[config.mk]
export PLATFORM = sky130hd
export DESIGN_NAME = first_match_substring_replace
export DESIGN_NICKNAME = d
export VERILOG_FILES = /design/src/sv/fmsr_pkg.sv /design/src/sv/fmsr_front.sv /design/src/sv/fmsr_queue.sv /design/src/sv/fmsr_back.sv /design/src/sv/first_match_substring_replace.sv
export VERILOG_INCLUDE_DIRS = /design/src /design/src/sv
export SDC_FILE = /design/constraint.sdc
export NUM_CORES = 1
export LEC_CHECK = 0
export BUFFER_PORTS_ARGS = -buffer_cell sky130_fd_sc_hd__buf_2
export CORE_UTILIZATION = 34
export CTS_BUF_LIST = sky130_fd_sc_hd__clkbuf_8
export DETAILED_ROUTE_END_ITERATION = 10
export SLEW_MARGIN = 10
export SYNTH_ARGS = -nofsm -noshare
export SYNTH_HDL_FRONTEND = slang
export SYNTH_SLANG_ARGS = --single-unit
[constraint.sdc]
create_clock -name clk -period 5.9 [get_ports clk]
set_input_delay 0.295 -clock clk [delete_from_list [all_inputs] [get_ports clk]]
set_output_delay 0.295 -clock clk [all_outputs]
set_load 0.05 [all_outputs]
[src/sv/assert_macros.svh]
// Assertion helper macros shared by the RTL.
// Depends on nothing; the including module must provide clk and rst_n.
`ifndef ASSERT_MACROS_SVH
`define ASSERT_MACROS_SVH

// Clocked implication check, disabled while reset is asserted.
`define ASSERT_CLK(label, prop, msg) \
    label: assert property (@(posedge clk) disable iff (!rst_n) prop) \
        else $error(msg);

// Clocked check that also holds during reset.
`define ASSERT_ALWAYS(label, prop, msg) \
    label: assert property (@(posedge clk) prop) else $error(msg);

`endif

[src/sv/fmsr_pkg.sv]
// Shared types and constants for the first-match substring replace block.
// Depends on nothing; imported by every fmsr module.
`default_nettype none

package fmsr_pkg;

    localparam int DEF_MAX_PATTERN   = 8;
    localparam int DEF_POSITION_BITS = 16;
    localparam int QUEUE_DEPTH       = 4;
    localparam int LANES             = 8;   // replacement text holds up to 8 characters

    // Configuration register indexes
    typedef enum logic [1:0] {
        CFG_PATTERN_BYTES      = 2'd0,
        CFG_PATTERN_LENGTH     = 2'd1,
        CFG_REPLACEMENT_BYTES  = 2'd2,
        CFG_REPLACEMENT_LENGTH = 2'd3
    } cfg_index_t;

    typedef struct packed {
        logic [63:0] pattern_bytes;
        logic [3:0]  pattern_length;
        logic [63:0] replacement_bytes;
        logic [3:0]  replacement_length;
    } cfg_t;

    typedef struct packed {
        logic [7:0] in_char;
        logic       in_last;
    } in_item_t;

    typedef struct packed {
        logic [7:0]  out_char;
        logic        out_char_valid;
        logic        out_last;
        logic        match_found;
        logic [15:0] match_position;
    } out_item_t;

    // One queued job: a run of up to LANES characters, plus end-of-string info.
    typedef struct packed {
        logic [8*LANES-1:0] chars;
        logic [3:0]         count;
        logic               last;
        logic               found;
        logic [15:0]        position;
    } job_t;

endpackage

`default_nettype wire

[src/sv/fmsr_front.sv]
// Front end: takes source characters, keeps the match window and issues jobs.
// Depends on fmsr_pkg.
`default_nettype none

module fmsr_front #(
    parameter int MAX_PATTERN   = fmsr_pkg::DEF_MAX_PATTERN,
    parameter int POSITION_BITS = fmsr_pkg::DEF_POSITION_BITS
) (
    input  wire logic             clk,
    input  wire logic             rst_n,
    input  wire fmsr_pkg::cfg_t   cfg,
    input  wire logic             src_valid,
    output logic                  src_stall,
    input  wire fmsr_pkg::in_item_t src_data,
    input  wire logic             queue_full,
    output logic                  job_push,
    output fmsr_pkg::job_t        job
);
    import fmsr_pkg::*;

    localparam int CNT_W = $clog2(MAX_PATTERN + 1);
    localparam int PW    = (POSITION_BITS > 16) ? POSITION_BITS : 16;

    logic [7:0]               window_chars_reg  [MAX_PATTERN];
    logic [7:0]               window_chars_next [MAX_PATTERN];
    logic [7:0]               win_app           [MAX_PATTERN];
    logic [CNT_W-1:0]         window_count_reg, window_count_next;
    logic                     replaced_flag_reg, replaced_flag_next;
    logic [POSITION_BITS-1:0] source_index_reg, source_index_next;
    logic [POSITION_BITS-1:0] found_index_reg, found_index_next;
    logic [CNT_W-1:0]         cnt_app;
    logic [CNT_W-1:0]         plen_eff;
    logic [3:0]               rlen_eff;
    logic                     hit;
    logic                     take;
    logic [PW-1:0]            found_wide;

    assign src_stall = queue_full;
    assign take      = src_valid && !queue_full;
    assign cnt_app   = window_count_reg + CNT_W'(1);

    always_comb
    begin
        if (cfg.pattern_length == 4'd0)
            plen_eff = CNT_W'(1);
        else if (cfg.pattern_length > 4'(MAX_PATTERN))
            plen_eff = CNT_W'(MAX_PATTERN);
        else
            plen_eff = CNT_W'(cfg.pattern_length);

        rlen_eff = (cfg.replacement_length > 4'd8) ? 4'd8 : cfg.replacement_length;

        for (int i = 0; i < MAX_PATTERN; i++)
            win_app[i] = (CNT_W'(i) == window_count_reg) ? src_data.in_char
                                                          : window_chars_reg[i];

        hit = 1'b1;
        for (int i = 0; i < MAX_PATTERN; i++)
            if (CNT_W'(i) < plen_eff && win_app[i] != cfg.pattern_bytes[8*i +: 8])
                hit = 1'b0;
    end

    always_comb
    begin
        window_chars_next  = window_chars_reg;
        window_count_next  = window_count_reg;
        replaced_flag_next = replaced_flag_reg;
        source_index_next  = source_index_reg;
        found_index_next   = found_index_reg;
        job_push           = 1'b0;
        job.chars          = '0;
        for (int i = 0; i < MAX_PATTERN; i++)
            job.chars[8*i +: 8] = win_app[i];
        job.count    = 4'd1;
        job.last     = src_data.in_last;
        job.found    = 1'b0;
        job.position = '0;

        if (take)
        begin
            if (replaced_flag_reg)
            begin
                job.chars = {{(8*LANES-8){1'b0}}, src_data.in_char};
                job_push  = 1'b1;
            end
            else if (cnt_app > plen_eff || (cnt_app == plen_eff && !hit))
            begin
                // oldest character leaves; on the last item the whole window drains
                job.count = src_data.in_last ? 4'(cnt_app) : 4'd1;
                job_push  = 1'b1;
                for (int i = 0; i < MAX_PATTERN - 1; i++)
                    window_chars_next[i] = win_app[i + 1];
                window_chars_next[MAX_PATTERN-1] = 8'h00;
                window_count_next = cnt_app - CNT_W'(1);
                if (source_index_reg != '1)
                    source_index_next = source_index_reg + POSITION_BITS'(1);
            end
            else if (cnt_app == plen_eff)
            begin
                job.chars          = cfg.replacement_bytes;
                job.count          = rlen_eff;
                job_push           = (rlen_eff != 4'd0) || src_data.in_last;
                found_index_next   = source_index_reg;
                replaced_flag_next = 1'b1;
                window_count_next  = '0;
            end
            else
            begin
                window_chars_next = win_app;
                window_count_next = cnt_app;
                job.count         = 4'(cnt_app);
                job_push          = src_data.in_last;
            end

            found_wide   = PW'(found_index_next);
            job.found    = src_data.in_last && replaced_flag_next;
            job.position = job.found ? found_wide[15:0] : 16'd0;

            if (src_data.in_last)
            begin
                for (int i = 0; i < MAX_PATTERN; i++)
                    window_chars_next[i] = 8'h00;
                window_count_next  = '0;
                replaced_flag_next = 1'b0;
                source_index_next  = '0;
                found_index_next   = '0;
            end
        end
        else
        begin
            found_wide = '0;
        end
    end

    always_ff @(posedge clk or negedge rst_n)
    begin
        if (!rst_n)
        begin
            for (int i = 0; i < MAX_PATTERN; i++)
                window_chars_reg[i] <= 8'h00;
            window_count_reg  <= '0;
            replaced_flag_reg <= 1'b0;
            source_index_reg  <= '0;
            found_index_reg   <= '0;
        end
        else
        begin
            window_chars_reg  <= window_chars_next;
            window_count_reg  <= window_count_next;
            replaced_flag_reg <= replaced_flag_next;
            source_index_reg  <= source_index_next;
            found_index_reg   <= found_index_next;
        end
    end

endmodule

`default_nettype wire

[src/sv/fmsr_queue.sv]
// Short job queue between the front and back ends.
// Depends on fmsr_pkg (job_t, QUEUE_DEPTH).
`default_nettype none

module fmsr_queue (
    input  wire logic           clk,
    input  wire logic           rst_n,
    input  wire logic           push,
    input  wire fmsr_pkg::job_t push_data,
    output logic                full,
    input  wire logic           pop,
    output logic                pop_valid,
    output fmsr_pkg::job_t      pop_data
);
    import fmsr_pkg::*;

    localparam int PTR_W = $clog2(QUEUE_DEPTH);
    localparam int CNT_W = $clog2(QUEUE_DEPTH + 1);

    job_t             entries_reg [QUEUE_DEPTH];
    logic [PTR_W-1:0] wr_ptr_reg, wr_ptr_next;
    logic [PTR_W-1:0] rd_ptr_reg, rd_ptr_next;
    logic [CNT_W-1:0] count_reg, count_next;
    logic             do_push, do_pop;

    assign full      = (count_reg == CNT_W'(QUEUE_DEPTH));
    assign pop_valid = (count_reg != '0);
    assign pop_data  = entries_reg[rd_ptr_reg];
    assign do_push   = push && !full;
    assign do_pop    = pop && pop_valid;

    always_comb
    begin
        wr_ptr_next = wr_ptr_reg;
        rd_ptr_next = rd_ptr_reg;
        count_next  = count_reg;
        if (do_push)
            wr_ptr_next = (wr_ptr_reg == PTR_W'(QUEUE_DEPTH - 1)) ? '0
                                                                  : wr_ptr_reg + PTR_W'(1);
        if (do_pop)
            rd_ptr_next = (rd_ptr_reg == PTR_W'(QUEUE_DEPTH - 1)) ? '0
                                                                  : rd_ptr_reg + PTR_W'(1);
        if (do_push && !do_pop)
            count_next = count_reg + CNT_W'(1);
        else if (do_pop && !do_push)
            count_next = count_reg - CNT_W'(1);
    end

    always_ff @(posedge clk or negedge rst_n)
    begin
        if (!rst_n)
        begin
            wr_ptr_reg <= '0;
            rd_ptr_reg <= '0;
            count_reg  <= '0;
        end
        else
        begin
            wr_ptr_reg <= wr_ptr_next;
            rd_ptr_reg <= rd_ptr_next;
            count_reg  <= count_next;
        end
    end

    always_ff @(posedge clk)
    begin
        if (do_push)
            entries_reg[wr_ptr_reg] <= push_data;
    end

endmodule

`default_nettype wire

[src/sv/fmsr_back.sv]
// Back end: expands queued jobs into output transactions, one per cycle while dst_stall is low.
// Depends on fmsr_pkg.
`default_nettype none

module fmsr_back (
    input  wire logic           clk,
    input  wire logic           rst_n,
    input  wire logic           job_valid,
    input  wire fmsr_pkg::job_t job,
    output logic                job_pop,
    output logic                dst_valid,
    input  wire logic           dst_stall,
    output fmsr_pkg::out_item_t dst_data
);
    import fmsr_pkg::*;

    localparam int LANE_W = $clog2(LANES);

    logic [LANE_W-1:0] lane_reg, lane_next;
    logic              out_valid_reg, out_valid_next;
    out_item_t         out_reg, out_next;
    logic              load;
    logic              is_final;
    logic              end_of_string;

    assign is_final      = (job.count == 4'd0) || ((4'(lane_reg) + 4'd1) >= job.count);
    assign load          = job_valid && (!out_valid_reg || !dst_stall);
    assign job_pop       = load && is_final;
    assign end_of_string = job.last && is_final;

    always_comb
    begin
        out_next       = out_reg;
        lane_next      = lane_reg;
        out_valid_next = out_valid_reg && dst_stall;
        if (load)
        begin
            out_valid_next          = 1'b1;
            lane_next               = is_final ? '0 : lane_reg + LANE_W'(1);
            out_next.out_char_valid = (job.count != 4'd0);
            out_next.out_char       = (job.count != 4'd0) ? job.chars[8*lane_reg +: 8] : 8'h00;
            out_next.out_last       = end_of_string;
            out_next.match_found    = end_of_string && job.found;
            out_next.match_position = end_of_string ? job.position : 16'd0;
        end
    end

    always_ff @(posedge clk or negedge rst_n)
    begin
        if (!rst_n)
        begin
            lane_reg      <= '0;
            out_valid_reg <= 1'b0;
        end
        else
        begin
            lane_reg      <= lane_next;
            out_valid_reg <= out_valid_next;
        end
    end

    always_ff @(posedge clk)
    begin
        out_reg <= out_next;
    end

    assign dst_valid = out_valid_reg;
    assign dst_data  = out_reg;

endmodule

`default_nettype wire

[src/sv/first_match_substring_replace.sv]
// Top level of the first-match substring replace block: config registers,
// front end, job queue and back end. Depends on fmsr_pkg, assert_macros.svh.
//
// Usage:
//  - src channel (src_valid/src_stall/src_data) carries one source character per
//    transaction, with in_last on the final character of a string.
//  - dst channel (dst_valid/dst_stall/dst_data) carries output characters. The final
//    transaction of a string has out_last set, plus match_found/match_position.
//    If a string ends with nothing to send, a bare end marker (out_char_valid 0) goes.
//  - cfg port: write pattern/replacement registers while the block is idle.
// A released character is written to a queue entry at the accepting edge and then
// loaded into the output register; characters are held back until the pattern
// window is full.
// Throughput: one source transaction per cycle while each produces at most one
// output; a match or end of string expands into up to 8 outputs, one per cycle
// while dst_stall is low, set by the single back-end output register. The 4-entry
// job queue absorbs the burst, then src_stall rises while it is full.
// Reset: clears the stream state and queue; pattern length resets to 1, others 0.
// A stalled receiver holds the output register, fills the queue and then stalls src.
`default_nettype none
`include "assert_macros.svh"

module first_match_substring_replace #(
    parameter int MAX_PATTERN   = fmsr_pkg::DEF_MAX_PATTERN,
    parameter int POSITION_BITS = fmsr_pkg::DEF_POSITION_BITS
) (
    input  wire logic                clk,
    input  wire logic                rst_n,
    input  wire logic                src_valid,
    output logic                     src_stall,
    input  wire fmsr_pkg::in_item_t  src_data,
    output logic                     dst_valid,
    input  wire logic                dst_stall,
    output fmsr_pkg::out_item_t      dst_data,
    input  wire logic                cfg_we,
    input  wire logic [1:0]          cfg_index,
    input  wire logic [63:0]         cfg_wdata
);
    import fmsr_pkg::*;

    cfg_t cfg_reg, cfg_next;
    job_t push_job, head_job;
    logic job_push, job_pop, queue_full, head_valid;

    // Config register file; a write is seen by the next source transaction.
    always_comb
    begin
        cfg_next = cfg_reg;
        if (cfg_we)
        begin
            unique case (cfg_index_t'(cfg_index))
                CFG_PATTERN_BYTES:      cfg_next.pattern_bytes      = cfg_wdata;
                CFG_PATTERN_LENGTH:     cfg_next.pattern_length     = cfg_wdata[3:0];
                CFG_REPLACEMENT_BYTES:  cfg_next.replacement_bytes  = cfg_wdata;
                CFG_REPLACEMENT_LENGTH: cfg_next.replacement_length = cfg_wdata[3:0];
            endcase
        end
    end

    always_ff @(posedge clk or negedge rst_n)
    begin
        if (!rst_n)
        begin
            cfg_reg.pattern_bytes      <= '0;
            cfg_reg.pattern_length     <= 4'd1;
            cfg_reg.replacement_bytes  <= '0;
            cfg_reg.replacement_length <= 4'd0;
        end
        else
        begin
            cfg_reg <= cfg_next;
        end
    end

    // Front: window, compare and classification of each character.
    fmsr_front #(
        .MAX_PATTERN   (MAX_PATTERN),
        .POSITION_BITS (POSITION_BITS)
    ) u_front (
        .clk        (clk),
        .rst_n      (rst_n),
        .cfg        (cfg_reg),
        .src_valid  (src_valid),
        .src_stall  (src_stall),
        .src_data   (src_data),
        .queue_full (queue_full),
        .job_push   (job_push),
        .job        (push_job)
    );

    // Decouples the front from output bursts.
    fmsr_queue u_queue (
        .clk       (clk),
        .rst_n     (rst_n),
        .push      (job_push),
        .push_data (push_job),
        .full      (queue_full),
        .pop       (job_pop),
        .pop_valid (head_valid),
        .pop_data  (head_job)
    );

    // Back: one output transaction per cycle from the head job while dst_stall is low.
    fmsr_back u_back (
        .clk       (clk),
        .rst_n     (rst_n),
        .job_valid (head_valid),
        .job       (head_job),
        .job_pop   (job_pop),
        .dst_valid (dst_valid),
        .dst_stall (dst_stall),
        .dst_data  (dst_data)
    );

    // A bare end marker only ever closes a string.
    `ASSERT_CLK(a_marker_is_last, dst_valid && !dst_data.out_char_valid |-> dst_data.out_last, "bare marker without out_last")
    // Match report appears only on the final transaction of a string.
    `ASSERT_CLK(a_found_on_last, dst_valid && dst_data.match_found |-> dst_data.out_last, "match_found off the last transaction")
    // No match means a zero position.
    `ASSERT_CLK(a_pos_zero, dst_valid && !dst_data.match_found |-> dst_data.match_position == 16'd0, "nonzero position without match")
    // The queue never takes a job while full.
    `ASSERT_CLK(a_no_push_full, queue_full |-> !(src_valid && !src_stall), "transaction accepted with full queue")

endmodule

`default_nettype wire
After elaboration in Yosys (flattened, before gate mapping)
Memory sizes are Yosys's and may differ from the RTL's.
Index checks and enable logic that the tools add are counted.
{"block": "word_totals", "reg_bits": 275, "latch_bits": 0, "mem_bits_rw": 344, "mem_bits_ro": 0, "input_bits": 80, "output_inout_bits": 29, "memories": 1}
{"name": "u_queue.entries_reg", "depth": 4, "width": 86, "rd": 1, "rd_ports_with_merged_regs": 0, "wr": 1, "line_no": "fmsr_queue.sv:20", "rtl": "job_t entries_reg [QUEUE_DEPTH];"}
{"block": "op_classes", "add_sub_neg": 9, "n_mul": 0, "div_mod_pow": 0, "n_lt_le_gt_ge": 12, "n_eq_ne": 25, "shifts": 1, "n_mux": 62, "bitwise_logic": 0, "n_reduce_logical": 47}
{"cell": "2-to-1 mux 64 bit", "count": 7}
{"cell": "2-to-1 mux 16 bit", "count": 9}
{"cell": "2-to-1 mux 68 bit", "count": 1}
{"cell": "2-to-1 mux 8 bit", "count": 8}
{"cell": "!= test 8 bit", "count": 8}
{"cell": "indexed part select 64 x 7 -> 8 bit", "count": 1}
{"cell": "2-to-1 mux 4 bit", "count": 11}
{"cell": "logical AND 1 bit", "count": 20}
{"cell": "2-to-1 mux 1 bit", "count": 20}
{"cell": "2-to-1 mux 17 bit", "count": 1}
{"cell": "adder 16 x 1 -> 16 bit (second input constant)", "count": 1}
{"cell": "equality test 3 x 4 -> 1 bit (first input constant)", "count": 4}
{"cell": "less-than comparator 3 x 4 -> 1 bit (first input constant)", "count": 4}
{"cell": "!= test 16 bit (second input constant)", "count": 1}
{"cell": "zero test 4 bit", "count": 3}
{"cell": "AND reduction 2 bit", "count": 5}
{"cell": "2-to-1 mux 3 bit", "count": 3}
{"cell": "equality test 2 bit (second input constant)", "count": 4}
{"cell": "equality test 2 x 4 -> 1 bit (first input constant)", "count": 2}
{"cell": "> comparator 4 bit (second input constant)", "count": 2}
{"cell": "less-than comparator 1 x 4 -> 1 bit (first input constant)", "count": 2}
{"cell": "less-than comparator 2 x 4 -> 1 bit (first input constant)", "count": 2}
{"cell": "nonzero test 4 bit", "count": 2}
{"cell": "adder 3 x 1 -> 3 bit (second input constant)", "count": 2}
{"cell": "other kinds (21)", "count": 33}

Depth between registers and ports, before layout
Gate-level depths: netlist of run 1.
{"block": "depth", "word_depth": 24, "mapped_depth": 19, "mapped_depth_nobuf": 17}

Cells and area by module
Synthesis of run 1 repeated with hierarchy kept, for this count alone.
{"block": "unflattened", "cells_unflattened": 1958, "area_unflattened_um2": 29235.5}
{"mod": "fmsr_queue", "n_inst": 1, "cells_each": 487, "area_per_inst_um2": 12842.3, "seq_area_each_um2": 10505.1}
{"mod": "fmsr_front", "n_inst": 1, "cells_each": 1056, "area_per_inst_um2": 8941.1, "seq_area_each_um2": 2527.4}
{"mod": "first_match_substring_replace", "n_inst": 1, "cells_each": 290, "area_per_inst_um2": 5681.7, "seq_area_each_um2": 3404.5}
{"mod": "fmsr_back", "n_inst": 1, "cells_each": 125, "area_per_inst_um2": 1770.4, "seq_area_each_um2": 910.9}

Worst setup path before layout of run 1
No wires, ideal clock.
{"block": "synth_timing", "kind": "register to register", "startpoint": "register u_front.window_count_reg[0]", "endpoint": "memory u_queue.entries_reg[0][0] (netlist name), enable pin", "t_arrival_ns": 4.862, "setup_slack_ns": 0.584, "path_stages_with_launch": 12, "n_path_buf": 0, "synth_period_minus_slack_ns": 5.316, "path_cell_list": "dfrtp_1 > inv_1 > ha_1 > nor3b_4 > mux2i_1 > xor2_1 > a221oi_2 > and3_1 > a41oi_4 > o31ai_4 > a31oi_1 > and2_1"}
{"block": "synth_between", "elab_chain_len": 21, "elab_cells_between_ends": 53, "classes_between": "add/sub (1); order compare (1); eq/ne (16); mux (22); reduce/logical (13)"}
{"item": "from (decl)", "line_no": "fmsr_front.sv:27", "rtl": "logic [CNT_W-1:0] window_count_reg, window_count_next;"}
{"item": "from (signal assigned)", "line_no": "fmsr_front.sv:149", "rtl": "window_count_reg <= window_count_next;"}
{"item": "zero test 4 bit", "line_no": "fmsr_front.sv:54", "rtl": "win_app[i] = (CNT_W'(i) == window_count_reg) ? src_data.in_char"}
{"item": "2-to-1 mux 8 bit", "line_no": "fmsr_front.sv:54"}
{"item": "!= test 8 bit", "line_no": "fmsr_front.sv:59", "rtl": "if (CNT_W'(i) < plen_eff && win_app[i] != cfg.pattern_bytes[8*i +: 8])"}
{"item": "logical AND 1 bit", "line_no": "fmsr_front.sv:59"}
{"item": "2-to-1 mux 1 bit (8 in a row)", "line_no": "fmsr_front.sv:59"}
{"item": "zero test 1 bit", "line_no": "fmsr_front.sv:86", "rtl": "else if (cnt_app > plen_eff || (cnt_app == plen_eff && !hit))"}
{"item": "logical AND 1 bit", "line_no": "fmsr_front.sv:86"}
{"item": "logical OR 1 bit", "line_no": "fmsr_front.sv:86"}
{"item": "2-to-1 mux 1 bit *", "line_no": "fmsr_front.sv:86"}
{"item": "2-to-1 mux 1 bit *", "line_no": "fmsr_front.sv:81", "rtl": "if (replaced_flag_reg)"}
{"item": "2-to-1 mux 1 bit *", "line_no": "fmsr_front.sv:79", "rtl": "if (take)"}
{"item": "logical AND 1 bit *", "line_no": "fmsr_queue.sv:29", "rtl": "assign do_push = push && !full;"}
{"item": "named net u_queue.do_push", "line_no": "fmsr_queue.sv:24", "rtl": "logic do_push, do_pop;"}
{"item": "2-to-1 mux 1 bit *", "line_no": "fmsr_queue.sv:67", "rtl": "if (do_push)"}
{"item": "2-to-1 mux 1 bit (not written as such) *", "line_no": "fmsr_queue.sv:68", "rtl": "entries_reg[wr_ptr_reg] <= push_data;"}
{"item": "to (decl)", "line_no": "fmsr_queue.sv:20"}
Mark *: on every way through the listed nets, which the timed path passes. The rest lies on a longest branch.

==> summary.txt, run 1 <==
================================================================================
Number of cell rows                                                          106
CTS Root Buffer Type                                                sky130_fd_sc_hd__clkbuf_8
Flip-flop count of the largest register after layout                         344
Synthesized area per cell                                             14.0 sq um
Total power density per cell area                                    494 nW/um^2
Series of cell instances along the critical path                    ha_1, nor3b_2, buf_4, mux2i_2, o2bb2ai_1, a211oi_1, a31oi_1, or4b_1, o31ai_4, buf_4, o211ai_1, a211oi_1
Total leakage power                                                      12.5 nW
Primary flip-flop cell chosen by synthesis mapping                  sky130_fd_sc_hd__edfxtp_1
Core Box Area                                                        83800 sq um
H-Tree Depth                                                                   3
Fraction of final layout cells sized beyond drive strength 1               27.8%
HPWL after DPL                                                          53300 um
Comb power frac                                                            36.9%
Number of non-filler instances in the completed layout                      3489
Die span in x                                                             293 um
Final net count                                                             2371
Final routed wirelength across all metal layers                         80300 um
Leftover overflow at the end of global routing                                 0
Critical path data arrival time                                          5.89 ns
Peak clock frequency supported by timing                               0.183 GHz
Final Max Slew Viols                                                           0
Type of origin of the critical path                                     register
Yosys warning total                                                            0
Netlist cell types                                                            86
Met3 WL post-DR                                                          5510 um
Starting utilization of the core area                                      34.4%
Worst setup path startpoint                                         u_front.window_count_reg[0]
Clock tree from TritonCTS                                                  built
Count of input and output buffers                                            108
Multi-input gate area                                                10600 sq um
Type of destination of the critical path                                register
Clock latency reported for the late side of the worst-skew pair          0.71 ns
Worst Tran Pin Value                                                     1.35 ns
Switching power summed over all nets                                   0.00607 W
Seq cells post-synth                                                         619
Summed negative setup slack over all endpoints                              0 ns
Run status                                                          complete, no violations
Proportion of power drawn by flip-flops and latches                        39.5%
DRC errors left                                                                0
Critical path's largest stage delay                                      0.75 ns
Final setup fails                                                              0
GPL Wtd Cong                                                               0.885
Synth Net Count                                                             2165
Unrepaired setup endpoints after global routing                            false
Wire length on met1                                                     35700 um
Synth async-reset ratio                                                    40.1%
Number of antenna violations at the first check in global routing              4
Layout area overhead                                                       16.5%
Crit path max-delay cell type                                       sky130_fd_sc_hd__or4b_1
Number of flops mapped to enable cells by yosys                              371
Placed cell count                                                           3237
Cell Area, Synth                                                     28900 sq um
Per-cell via count in the routed design                                     5.39
Worst-case vdd ir drop                                                0.000272 V
Clock Skews                                                            0.0347 ns
Maximum number of pins on one net before global-route repair                 127
Class of the most critical setup path                                    reg2reg
CTS sink cnt                                                                 619
Switching share of power                                                   36.6%
Max-capacitance violation count                                                0
Number of global-route vias before repair                                  19.0k
Worst EP required                                                        6.32 ns
Total power after layout                                                0.0166 W
Number of fill cells                                                        7870
Post-route core utilization                                                40.1%
Number of placed I/O pins                                                    109
Total met2 wirelength after detailed routing                            36900 um
All-layer global routing usage                                             18.6%
First-pass iteration count of the detailed router                              7
Post-route worst hold slack                                             0.122 ns
Number of hold violations in the final report                                  0
Register Area                                                        17400 sq um
Number of clock buffers inserted by TritonCTS                                 98
Number of buffers on the longest clock path                                    3
Via total after detailed routing                                           18.8k
Maximum net fanout on the critical path                                       39
Clock slew at reported path FFs                                          0.07 ns
Avg WL per Cell                                                          23.0 um
Relative max-transition margin                                             9.00%
Number of gates resized after CTS                                              0
Post-synthesis sequential area ratio                                       60.1%
Share of the clock period used by the worst path after layout              92.7%
Final critical path time including I/O delays and setup                  5.47 ns
Antenna-violating nets left                                                    0
Hold crit path type                                                       in2reg
Beginning of the worst hold path                                     src_data[0]
Number of cells produced by synthesis                                       2064
Full die area                                                        86100 sq um
Uppermost signal routing layer after detailed routing                       met4
Drt initial violations                                                      1645
Overall die height                                                        293 um
Clock share of power                                                       23.5%
Global-route wire length before repair                                 122000 um
Internal power consumption                                              0.0105 W
Startpoint of the worst register-to-register path                   u_front.window_count_reg[0]
================================================================================
==> area by class of cell <==
type	count	share of cell area, %
repair buffers	239	5.23
flip-flops and latches	619	51.6
well taps	1134	4.22
inverters	104	1.16
multi-input cells	1208	31.4
diodes	2	0.0149
clock buffers	118	4.83
clock inverters	65	1.50
==> stage by stage <==
stage | setup slack, ns | cell area, sq um
2_1_floorplan | 0.584 | 28900
3_3_place_gp | 0.604 | 30800
3_5_place_dp | 0.499 | 30800
4_1_cts | 0.450 | 33600
5_1_grt | 0.154 | 33600
6_report | 0.430 | 33600
==> worst max-delay path, delay by kind of cell (launching register included) <==
kind,cells,cell delay [ns]
AOI/OAI and AO/OA,6,1.78
and+or+nand+nor,2,1.39
buffers and inverters,2,0.90
DFF,1,0.50
muxes,1,0.33
adders and majority gates,1,0.25
==> kinds of logic (layout without fill, tap and decap cells) <==
logic type      after synthesis  after routing  synth area share, %
flops                       619            619                 60.1
simple gates                449            449                 7.92
mux                         355            355                 17.6
compound gates              325            325                 8.19
buf+inv                     237            526                 3.49
xor+xnor                     58             58                 1.76
fa+ha+maj                    21             21                0.936
other cells                   0              2                    0
==> synthesized netlist by cell type, types with 8 or more instances <==
library cell	number	area [sq um]
sky130_fd_sc_hd__xnor2_1	34	298
sky130_fd_sc_hd__o41ai_1	9	78.8
sky130_fd_sc_hd__o211ai_1	19	143
sky130_fd_sc_hd__mux2_2	172	1940
sky130_fd_sc_hd__a311o_1	21	210
sky130_fd_sc_hd__clkbuf_1	80	300
sky130_fd_sc_hd__a21oi_1	31	155
sky130_fd_sc_hd__buf_1	10	37.5
sky130_fd_sc_hd__o21ai_0	42	210
sky130_fd_sc_hd__ha_1	20	250
sky130_fd_sc_hd__mux2i_1	77	771
sky130_fd_sc_hd__and3_1	28	175
sky130_fd_sc_hd__inv_1	103	387
sky130_fd_sc_hd__mux4_2	102	2300
sky130_fd_sc_hd__nor2_1	114	428
sky130_fd_sc_hd__nor3_1	32	160
sky130_fd_sc_hd__o22ai_1	70	438
sky130_fd_sc_hd__o311ai_0	13	114
sky130_fd_sc_hd__buf_2	29	145
sky130_fd_sc_hd__or2_2	14	87.6
sky130_fd_sc_hd__o21ai_1	12	60.1
sky130_fd_sc_hd__nand3_1	51	255
sky130_fd_sc_hd__nor2b_1	24	150
sky130_fd_sc_hd__and2_1	21	131
sky130_fd_sc_hd__or3_1	8	50.1
sky130_fd_sc_hd__buf_6	8	90.1
sky130_fd_sc_hd__nand2_1	117	439
sky130_fd_sc_hd__a31oi_1	13	81.3
sky130_fd_sc_hd__xor2_1	24	210
sky130_fd_sc_hd__dfrtp_1	247	6180
sky130_fd_sc_hd__edfxtp_1	371	11100
==> metal layers <==
| layer | GRT usage [%] | up-vias |
|---|---|---|
| li1 | - | 8293 |
| met2 | 28.7 | 712 |
| met1 | 26.5 | 9675 |
| met4 | 6.68 | 0 |
| met3 | 3.00 | 137 |
| met5 | 0 | - |
==> cell usage in the layout, fill, tap and decap left out, drive strengths merged, types with 21 or more instances in the layout <==
master and instances:
nand2 118, mux2i 81, xor2 24, xnor2 34, a311o 21, clkbuf 118
nor2 114, edfxtp 371, buf 173, and3 28, nor3 33, dfrtp 247
a21oi 34, o21ai 54, mux2 172, clkinv 28, nand3 51, o22ai 70
and2 21, inv 131, dlygate4sd3 66, mux4 102, nor2b 24
==> repair_timing <==
action / CTS / global route
setup buffers: 0 / 0
hold buffers: 66 / 0
hold endpoints to repair: 261 / 0
==> final timing paths <==
kind,cells past startpoint,slack [ns],to
min in group asynchronous,2,0.30,u_front.source_index_reg[10]
max,12,0.43,u_queue.entries_reg[2][21]
max in group asynchronous,3,4.21,cfg_reg[55]
min,3,0.12,u_front.found_index_reg[14]
min reg2reg,1,0.50,cfg_reg[6]
max reg2reg,12,0.43,u_queue.entries_reg[2][21]
==> power groups by stage <==
stage | registers, W | logic (W) | clock network [W]
3_3_place_gp | 0.00661 | 0.00596 | 0
6_report | 0.00656 | 0.00613 | 0.00390
5_1_grt | 0.00667 | 0.00653 | 0.00417
2_1_floorplan | 0.00667 | 0.00400 | 0
3_5_place_dp | 0.00666 | 0.00607 | 0
4_1_cts | 0.00657 | 0.00612 | 0.00399
No activity file was read; power rests on OpenSTA's default activity.
==> run 2: changes to the inputs <==
--- a/config.mk
+++ b/config.mk
@@ -6,10 +6,10 @@
 export SDC_FILE = /design/constraint.sdc
 export NUM_CORES = 1
 export LEC_CHECK = 0
-export BUFFER_PORTS_ARGS = -buffer_cell sky130_fd_sc_hd__buf_2
 export CORE_UTILIZATION = 34
 export CTS_BUF_LIST = sky130_fd_sc_hd__clkbuf_8
 export DETAILED_ROUTE_END_ITERATION = 10
+export DONT_BUFFER_PORTS = 1
 export SLEW_MARGIN = 10
 export SYNTH_ARGS = -nofsm -noshare
 export SYNTH_HDL_FRONTEND = slang
==> summary.txt, run 2 (same netlist as run 1, synthesis figures left out) <==
====================================================================================
Type of destination of the critical path                                    register
Worst Setup Slack post-DPL                                                  0.522 ns   +0.0233 ns
Leftover overflow at the end of global routing                                     0   unchanged
Comb power frac                                                                35.0%   -1.9 points
Post-route core utilization                                                    39.4%   -0.65 points
Number of global-route vias before repair                                      18.6k   -1.6%
Slack of the critical path                                                  0.342 ns   -0.0881 ns
Clock slew at reported path FFs                                              0.06 ns   about the same
Full die area                                                            86100 sq um   unchanged
Hold crit path type                                                           in2reg
Proportion of power drawn by flip-flops and latches                            42.6%   +3.1 points
Class of the most critical setup path                                        reg2reg
HPWL after DPL                                                              53700 um   +0.66%
Startpoint of the worst register-to-register path                       u_front.window_count_reg[0]
CP most frequent cell                                                   sky130_fd_sc_hd__a211oi_1
Number of clock buffers inserted by TritonCTS                                     99   +1.0%
First-pass iteration count of the detailed router                                  5   -2
Final net count                                                                 2271   -4.2%
Post-CTS setup buffer count                                                        0   unchanged
Number of cell rows                                                              106   unchanged
CTS Root Buffer Type                                                    sky130_fd_sc_hd__clkbuf_8
GPL Wtd Cong                                                                   0.884   -0.14%
Critical path's largest stage delay                                          0.77 ns   +0.02 ns
Flip-flop count of the largest register after layout                             344   unchanged
Core Box Area                                                            83800 sq um   unchanged
H-Tree Depth                                                                       3   unchanged
Run status                                                              complete, no violations
Top delay family on crit path                                           compound AO/OA/AOI/OAI gates
Die span in x                                                                 293 um   unchanged
Avg WL per Cell                                                              23.8 um   +3.5%
Clock share of power                                                           22.4%   -1.1 points
Depth of the critical timing path with buffers and inverters included             12   unchanged
Final critical path time including I/O delays and setup                      5.56 ns   +0.0881 ns
All-layer global routing usage                                                 18.7%   +0.12 points
Unrepaired setup endpoints after global routing                                false
Global-route wire length before repair                                     121000 um   -0.92%
Switching share of power                                                       37.0%   +0.40 points
Switching power summed over all nets                                       0.00597 W   -1.7%
Summed negative setup slack over all endpoints                                  0 ns   unchanged
Most frequent cells in the layout                                       sky130_fd_sc_hd__edfxtp_1 (371), sky130_fd_sc_hd__dfrtp_1 (244), sky130_fd_sc_hd__mux2_2 (172)
R2r setup slk                                                                0.34 ns   -0.09 ns
Fraction of final layout cells sized beyond drive strength 1                   23.5%   -4.3 points
Maximum number of pins on one net before global-route repair                     249   +96%
Peak clock frequency supported by timing                                   0.180 GHz   -1.6%
Critical path data arrival time                                              5.98 ns   +0.09 ns
Endpoint, Worst Hold                                                    u_front.window_chars_reg[56]
Series of cell instances along the critical path                        inv_1, ha_1, nor3b_4, mux2i_1, o221ai_1, a211oi_1, a31oi_1, or4b_1, o31ai_4, buf_4, o211ai_1, a211oi_1
Per-cell via count in the routed design                                         5.44   +0.82%
Final Max Slew Viols                                                               0   unchanged
Clock latency reported for the late side of the worst-skew pair              0.71 ns   about the same
CTS sink cnt                                                                     619   unchanged
Internal power consumption                                                  0.0102 W   -3.4%
Count of input and output buffers                                                  0   -100%
Post-route worst hold slack                                                0.0855 ns   -0.0361 ns
Number of buffers and inverters on the critical path                               2   unchanged
Number of hold violations in the final report                                      0   unchanged
Number of placed I/O pins                                                        109   unchanged
Worst EP required                                                            6.32 ns   about the same
Antenna-violating nets left                                                        0   unchanged
Number of gates resized after CTS                                                  0   unchanged
Share of the clock period used by the worst path after layout                  94.2%   +1.5 points
Final setup fails                                                                  0   unchanged
Beginning of the worst hold path                                         src_data[1]
Number of fill cells                                                            7799   -0.90%
Number of antenna violations at the first check in global routing                  3   -1
Number of buffers on the longest clock path                                        3   unchanged
Type of origin of the critical path                                         register
Clock Skews                                                                0.0277 ns   -0.00701 ns
Worst-case vdd ir drop                                                    0.000285 V   +4.7%
Most common cell after layout, fill and taps aside                      sky130_fd_sc_hd__edfxtp_1
Hold path cells                                                                    3   unchanged
DRC errors left                                                                    0   unchanged
Worst Tran Pin Value                                                         1.40 ns   +0.0529 ns
Final routed wirelength across all metal layers                             80700 um   +0.46%
Total power density per cell area                                        488 nW/um^2   -1.1%
Clock tree from TritonCTS                                                      built
Relative max-transition margin                                                 5.43%   -3.6 points
Reg2reg end                                                             u_queue.entries_reg[1][21]
Crit path max-delay cell type                                           sky130_fd_sc_hd__or4b_1
Starting utilization of the core area                                          34.4%   unchanged
Cell depth of the worst flop-to-flop path                                         12   unchanged
Drt initial violations                                                          1860   +13%
Via total after detailed routing                                               18.4k   -2.1%
Overall die height                                                            293 um   unchanged
Layout area overhead                                                           14.6%
Maximum net fanout on the critical path                                           39   unchanged
Total leakage power                                                          12.1 nW   -3.4%
Max-capacitance violation count                                                    0   unchanged
====================================================================================
==> run 2: cell count changes in the layout (fill, tap and decap cells not counted), sizes merged <==
cell	previous run	this run
bufinv	7	4
clkbuf	118	110
clkinv	28	25
diode	2	6
buf	173	57
dlygate4sd3	66	81
clkinvlp	3	1
inv	131	143
==> run 2: layout make-up <==
cell class / count / area [sq um] / area share, %
diodes: 6 / 15.0 / 0.0454
flip-flops and latches: 619 / 17400 / 52.5
well taps: 1134 / 1420 / 4.29
repair buffers: 138 / 1380 / 4.17
inverters: 104 / 390 / 1.18
clock inverters: 69 / 428 / 1.29
multi-input cells: 1208 / 10600 / 32.0
clock buffers: 110 / 1510 / 4.58
==> run 2: stage by stage <==
stage | power [W] | cells | cell area (sq um)
after global placement | 0.0124 | 3120 | 30200
after CTS | 0.0162 | 3381 | 33000
after global routing | 0.0169 | 3384 | 33100
after floorplan | 0.0107 | 2064 | 28900
final | 0.0161 | 3388 | 33100
after detailed placement | 0.0125 | 3120 | 30200
==> run 2: power groups by stage <==
stage               sequential, W  combinational, W  clock (W)
finish                    0.00688           0.00565    0.00361
global route              0.00698           0.00605    0.00390
CTS                       0.00689           0.00565    0.00369
detailed placement        0.00697           0.00552          0
global placement          0.00692           0.00545          0
floorplan                 0.00667           0.00400          0
==> run 2: timing repair <==
item	4_1_cts	5_1_grt
hold buffers	82	0
setup endpoints to repair	0	0
hold endpoints to repair	445	0
==> run 2: worst max-delay path by stage <==
stage,slack (ns),from,end
2_1_floorplan,0.58,u_front.window_count_reg[0],u_queue.entries_reg[0][0]
3_3_place_gp,0.81,u_front.window_count_reg[0],u_queue.entries_reg[0][21]
3_5_place_dp,0.52,u_front.window_count_reg[0],u_queue.entries_reg[0][21]
4_1_cts,0.49,u_front.window_count_reg[0],u_queue.entries_reg[1][21]
5_1_grt,0.12,u_front.window_count_reg[0],u_queue.entries_reg[1][21]
6_report,0.34,u_front.window_count_reg[0],u_queue.entries_reg[1][21]
==> run 2: worst reg2reg max path, cell delays in order (launching register included) <==
cell,delay [ns]
sky130_fd_sc_hd__dfrtp_1,0.48
sky130_fd_sc_hd__inv_1,0.18
sky130_fd_sc_hd__ha_1,0.27
sky130_fd_sc_hd__nor3b_4,0.65
sky130_fd_sc_hd__mux2i_1,0.46
sky130_fd_sc_hd__o221ai_1,0.20
sky130_fd_sc_hd__a211oi_1,0.32
sky130_fd_sc_hd__a31oi_1,0.24
sky130_fd_sc_hd__or4b_1,0.77
sky130_fd_sc_hd__o31ai_4,0.29
sky130_fd_sc_hd__buf_4,0.56
sky130_fd_sc_hd__o211ai_1,0.25
sky130_fd_sc_hd__a211oi_1,0.61
==> run 2: layer usage <==
metal | part of all wire [%] | vias up | track usage, %
li1 | - | 8092 | -
met1 | 43 | 9396 | 25.6
met2 | 46 | 757 | 28.5
met3 | 7.8 | 175 | 4.09
met4 | 3.9 | 2 | 8.32
met5 | 0.016 | - | 0
